==> src/hdl/lnb_pkg.sv <==
// lnb_pkg: shared types and constants for the node id bucket
`default_nettype none
package lnb_pkg;
  localparam int MaxEntries = 16;
  localparam int InfoBits   = 48;
  localparam int IdxW       = $clog2(MaxEntries);
  localparam int CntW       = $clog2(MaxEntries + 1);
  localparam int IdW        = 160;

  localparam logic [2:0] KIND_LOOKUP = 3'd0;
  localparam logic [2:0] KIND_OLDEST = 3'd1;
  localparam logic [2:0] KIND_STORE  = 3'd2;
  localparam logic [2:0] KIND_REMOVE = 3'd3;
  localparam logic [2:0] KIND_LIST   = 3'd4;

  localparam logic [1:0] ST_OK     = 2'd0;
  localparam logic [1:0] ST_ABSENT = 2'd1;
  localparam logic [1:0] ST_FULL   = 2'd2;

  typedef enum logic [2:0] {
    OP_CLEAR  = 3'd0,
    OP_APPEND = 3'd1,
    OP_SHIFT  = 3'd2,
    OP_TOBACK = 3'd3
  } dp_op_t;

  // controller to datapath
  typedef struct packed {
    logic       load;      // capture input item, run search
    dp_op_t     op;        // list update applied when upd is high
    logic       upd;
    logic       rd;        // read slot rd_idx into the output register
    logic [IdxW-1:0] rd_idx;
    logic       zero_out;  // unused; the datapath loads a zero payload whenever rd is low
    logic [1:0] status;
    logic       last;
    logic       out_load;
  } dp_cmd_t;

  // datapath to controller
  typedef struct packed {
    logic            hit;
    logic [IdxW-1:0] hit_idx;
    logic [CntW-1:0] count;
  } dp_sts_t;
endpackage
`default_nettype wire

==> src/hdl/lnb_ctrl.sv <==
// lnb_ctrl: operation sequencer for the node id bucket
`default_nettype none
module lnb_ctrl import lnb_pkg::*; (
  input  wire logic       clk,
  input  wire logic       rst,
  input  wire logic       in_valid,
  output logic            in_ready,
  input  wire logic [2:0] in_kind,
  input  wire logic [4:0] in_max,
  input  wire logic [4:0] capacity,
  output logic            out_valid,
  input  wire logic       out_ready,
  input  wire dp_sts_t    sts,
  output dp_cmd_t         cmd
);
  typedef enum logic [4:0] {
    S_IDLE = 5'b00001,
    S_SRCH = 5'b00010,
    S_EXEC = 5'b00100,
    S_LIST = 5'b01000,
    S_OUT  = 5'b10000
  } state_t;

  state_t state, state_next;
  logic [2:0]      kind;
  logic [CntW-1:0] remain, remain_next;
  logic [CntW-1:0] list_n;
  logic [4:0]      eff_cap;
  logic            more, more_next;
  // entries this list will emit in all
  logic [CntW-1:0] total;

  assign eff_cap = (capacity == 5'd0) ? 5'd1 :
                   (capacity > 5'(MaxEntries)) ? 5'(MaxEntries) : capacity;
  assign list_n = (5'(sts.count) < in_max) ? sts.count : CntW'(in_max);
  assign in_ready = (state == S_IDLE);
  assign out_valid = (state == S_OUT);

  always_ff @(posedge clk) begin
    if (rst) begin
      state <= S_IDLE;
      kind <= KIND_LOOKUP;
      remain <= '0;
      more <= 1'b0;
    end else begin
      state <= state_next;
      remain <= remain_next;
      more <= more_next;
      if (in_valid && in_ready) kind <= in_kind;
    end
  end

  always_ff @(posedge clk) begin
    if (state == S_IDLE && in_valid) total <= list_n;
  end

  always_comb begin
    state_next = state;
    remain_next = remain;
    more_next = more;
    cmd = '0;
    cmd.op = OP_CLEAR;
    unique case (state)
      S_IDLE: begin
        cmd.load = in_valid;
        if (in_valid) begin
          remain_next = list_n;
          state_next = S_SRCH;
        end
      end
      // compare result is registered at the end of this cycle
      S_SRCH: begin
        state_next = S_EXEC;
      end
      S_EXEC: begin
        cmd.out_load = 1'b1;
        cmd.last = 1'b1;
        state_next = S_OUT;
        more_next = 1'b0;
        case (kind)
          KIND_LOOKUP: begin
            cmd.status = sts.hit ? ST_OK : ST_ABSENT;
            cmd.rd = sts.hit;
            cmd.rd_idx = sts.hit_idx;
          end
          KIND_OLDEST: begin
            cmd.status = (sts.count == '0) ? ST_ABSENT : ST_OK;
            cmd.rd = (sts.count != '0);
          end
          KIND_STORE: begin
            cmd.status = ST_OK;
            cmd.upd = 1'b1;
            if (sts.hit) cmd.op = OP_TOBACK;
            else if (5'(sts.count) >= eff_cap) begin
              cmd.status = ST_FULL;
              cmd.upd = 1'b0;
            end else cmd.op = OP_APPEND;
          end
          KIND_REMOVE: begin
            cmd.status = sts.hit ? ST_OK : ST_ABSENT;
            cmd.rd = sts.hit;
            cmd.rd_idx = sts.hit_idx;
            cmd.upd = sts.hit;
            cmd.op = OP_SHIFT;
          end
          KIND_LIST: begin
            if (remain == '0) cmd.status = ST_ABSENT;
            else begin
              cmd.out_load = 1'b0;
              state_next = S_LIST;
            end
          end
          default: cmd.status = ST_ABSENT;
        endcase
      end
      S_LIST: begin
        cmd.out_load = 1'b1;
        cmd.status = ST_OK;
        cmd.rd = 1'b1;
        cmd.rd_idx = IdxW'(sts.count - CntW'(1) - (total - remain));
        cmd.last = (remain == CntW'(1));
        more_next = (remain != CntW'(1));
        remain_next = remain - CntW'(1);
        state_next = S_OUT;
      end
      S_OUT: begin
        if (out_ready) state_next = more ? S_LIST : S_IDLE;
      end
      default: state_next = S_IDLE;
    endcase
  end
endmodule
`default_nettype wire

==> config.mk <==
export PLATFORM = sky130hd
export DESIGN_NAME = lnb_ctrl
export DESIGN_NICKNAME = d
export VERILOG_FILES = /design/src/hdl/lnb_pkg.sv /design/src/hdl/lnb_ctrl.sv
export SDC_FILE = /design/constraint.sdc
export NUM_CORES = 1
export LEC_CHECK = 0
export BUFFER_PORTS_ARGS = -buffer_cell sky130_fd_sc_hd__buf_4
export CAP_MARGIN = 30
export CORE_UTILIZATION = 40
export DETAILED_ROUTE_END_ITERATION = 8
export PLACE_DENSITY = 0.73
export SETUP_SLACK_MARGIN = 0.15
export SLEW_MARGIN = 20
export SYNTH_ARGS = -nofsm -noshare
export SYNTH_HDL_FRONTEND = slang
export SYNTH_SLANG_ARGS = --single-unit
==> constraint.sdc <==
create_clock -name clk -period 5.2 [get_ports clk]
set_clock_uncertainty 0.2 [all_clocks]
set_input_delay 0.52 -clock clk [delete_from_list [all_inputs] [get_ports clk]]
set_output_delay 0.52 -clock clk [all_outputs]
set_load 0.03 [all_outputs]
After elaboration in Yosys (flattened, before gate mapping) --
Index checks and enable logic that the tools add are counted.
Operators by class: add/sub/neg operators 4, order comparisons 3, equal/unequal tests 13, multiplexer cells 31, reductions and logical operators 11
Operators with widths (count):
- 2-to-1 mux 5 bit | 8
- case mux 5 bit (5 select lines) | 1
- case mux 5 bit (2 select lines) | 2
- case mux 4 bit (2 select lines) | 2
- logical NOT 5 bit | 3
- 2-to-1 mux 4 bit | 3
- == test 5 x 1 -> 1 bit (second input constant) | 2
- 2-to-1 mux 1 bit | 9
- case mux 2 bit (4 select lines) | 1
- subtractor 4 bit | 2
- == test 3 x 2 -> 1 bit (second input constant) | 2
- 2-to-1 mux 2 bit | 3
- == test 5 x 2 -> 1 bit (second input constant) | 1
- == test 5 x 3 -> 1 bit (second input constant) | 1
- == test 5 x 4 -> 1 bit (second input constant) | 1
- == test 5 bit (second input constant) | 1
- greater-or-equal comparator 5 bit | 1
- greater-than comparator 5 bit (second input constant) | 1
- less-than comparator 5 bit | 1
- != test 5 x 1 -> 1 bit (second input constant) | 1
- nonzero test 5 bit | 1
- subtractor 5 x 1 -> 5 bit (second input constant) | 1
- case mux 1 bit (2 select lines) | 2
- AND reduction 2 bit | 2
- other kinds (9) | 10
Word-level totals: bits in registers 18, bits of input ports 27, output and inout bits 17

Logic depth before layout (Yosys ltp) --
depth after elaboration 8, depth in mapped cells 9

Least setup slack after synthesis --
Ideal clock, no wire load.
path kind input-to-output, start point in sts[1] (netlist bit), end point out cmd[8] (netlist bit), arrival time 2.795 ns, slack 1.685 ns, stages 9, buffers on the path 0, path through inv_1 > fa_1 > inv_1 > ha_1 > fa_1 > xor2_1 > xnor2_1 > xnor2_1 > o21ai_0
RTL lines:
- from (decl) | RTL line lnb_ctrl.sv:13 | input wire dp_sts_t sts,
- to (decl) | RTL line lnb_ctrl.sv:14 | output dp_cmd_t cmd

==> flow_summary_export.csv <==
group,metric,value,unit
status,status,"finished, final reports clean",
sta,tns,0,ns
routing,wl_per_cell,13.0,um
clocking,clk_latency,0.26,ns
global_route,grt_pass1_vias,1225,
floorplan,die_h,62.7,um
critical_path,startpoint_type,"flop",
floorplan,ios,44,
floorplan,die_x,62.7,um
clocking,cts_tree,"built",
layout,final_nets,256,
critical_path,arrival,2.59,ns
routing,wl,3.36,mm
pwr,powerDensity,222,nW/um2
global_route,grt_usage,17.8,%
yosys,syn_avg_cell_area,8.58,um2
sta,worst_slack,1.89,ns
layout,antennaDiodeCount,0,
layout,fin_cells,258,
pwr,leakage,0.889,nW
yosys,synth_ff_type,"dfxtp_1",
global_route,grt_pass1_wl,5.58,mm
yosys,async_reset_ff_share,0,%
routing,first_iter_violations,46,
clocking,clock_path_buffers,2,
critical_path,crit_type,"flop to output port",
hold_path,min_path_type,"primary input to flop",
layout,finish.utilization,54.2,%
sta,maxSlewViolCount,0,
placement,dp_cells,254,
job,max-cap-violations,0,
yosys,synth_area_leaders,"dfxtp_1, ha_1, edfxtp_1, fa_1, mux2i_1",
sta,setup_viol,0,
clocking,cts_setup_buffers,0,
pwr,p_total,0.414,mW
yosys,synth_area,1480,um2
floorplan,num_rows,21,
critical_path,endpoint_kind,"output port",
sta,hold_viol,0,
pwr,ir_drop,0.000128,V
yosys,yosys.area.top_type,"dfxtp_1",
floorplan,start_util,42.9,%
routing,ant_nets,0,
routing,routed_via_density,5.19,
clocking,clock-sinks,18,
routing,route.detailed.drc,0,
clocking,clkSlewWorstSetupHoldPaths,0.07,ns
yosys,seq_area_frac_synth,27.1,%
routing,drtPass1Iterations,4,
yosys,ys.warnings.count,0,
clocking,numCtsBuffers,3,
yosys,ys_ff_latch,18,
sta,slew_headroom,53.6,%
critical_path,worstPathMaxFanout,4,
floorplan,die_area,3940,um2
yosys,synth_top_area_share,19.0,%
clocking,clockRootBuffer,"clkbuf_8",
yosys,yosysUniqueCellTypes,52,
layout,area_delta_synth_final,26.4,%
clocking,post_cts_resized,0,
critical_path,crit_required,4.48,ns
floorplan,core_region_area,3440,um2
placement,port_buffers,41,
placement,place_hpwl,2.64,mm
layout,final_common_cell,"buf_4",
layout,layout-drive-gt1-share,26.4,%
sta,fmax,302,MHz
yosys,synth-edff-count,4,
layout,final_area,1860,um2
sta,grt_setup_unrepaired,"false",
clocking,cts-hold-fix-buffers,0,
global_route,grt_max_degree,15,
placement,postPlaceCellArea,1810,um2
placement,place_congestion,0.854,
sta,fin_crit_sh,63.7,%
sta,tightest_slew,0.691,ns
global_route,grt_antenna_before_repair,0,
placement,place_ws,1.89,ns
sta,hold-worst-slack,0.291,ns
global_route,overflow,0,
yosys,synth_cells,172,
layout,layout_common_cells,"buf_4, nor2_1, inv_1",
routing,via_count,1340,
clocking,htreeDepth,1,
sta,period_minus_slack,3.31,ns
[logic make-up after synthesis]
kind of cell | Yosys count | synth area share (%)
simple gates | 58 | 20.8
compound gates | 36 | 17.9
buf+inv | 27 | 7.80
flops | 18 | 27.1
fa+ha+maj | 16 | 15.6
mux | 10 | 6.96
xor+xnor | 6 | 3.56
other cells | 1 | 0.254
[layout make-up]
class / count / area [um2]
flip-flops and latches: 18 / 400
inverters: 21 / 80.1
fillers: 324 / 1580
clock buffers: 4 / 55.1
multi-input cells: 128 / 963
repair buffers: 41 / 308
well taps: 46 / 57.6
[power breakdown]
| part | internal (mW) | switching (mW) |
|---|---|---|
| registers | 0.155 | 0.0117 |
| clock network | 0.0675 | 0.0509 |
| logic | 0.0606 | 0.0685 |
| total | 0.283 | 0.131 |
[routing by layer]
layer	routed length [um]	track usage [%]	vias to the layer above
li1	-	-	681
met1	1600	22.7	621
met2	1570	29.8	34
met3	164	4.20	4
met4	32	5.23	0
met5	0	0	-
[Yosys cell counts (all sizes together), types with 2 or more instances]
cell type / number
mux2: 2
o21ai: 6
mux2i: 8
fa: 4
ha: 12
dfxtp: 14
o2bb2ai: 3
xnor2: 4
clkbuf: 3
nand2b: 3
a211oi: 2
a221o: 2
nor4: 3
xor2: 2
a31oi: 2
inv: 20
edfxtp: 4
nor2: 22
nand2: 12
a21oi: 6
buf: 2
nand3: 2
a22o: 3
o21bai: 2
nor3: 7
[worst paths after layout]
| kind | from | endpoint | slack, ns | depth (start not counted) |
|---|---|---|---|---|
| setup / recovery | remain[1] | cmd[8] | 1.89 | 10 |
| hold / removal | in_kind[1] | kind[1] | 0.29 | 3 |
| setup reg to reg | state[1] | remain[1] | 3.07 | 4 |
| hold reg to reg | more | more | 0.31 | 2 |
[flip-flops by register name (all words and copies together) (netlist names)]
signal	count
remain	5
state	5
more	1
total	4
kind	3
[worst max-delay path, cell delays in order, from the launching register on]
cell     delay, ns
dfxtp_1       0.34
inv_1         0.10
fa_1          0.51
inv_1         0.04
ha_1          0.20
fa_1          0.37
xor2_1        0.18
xnor2_1       0.18
xnor2_1       0.07
o21ai_0       0.16
buf_4         0.19
Note: power is estimated with default switching activity, not from simulation.
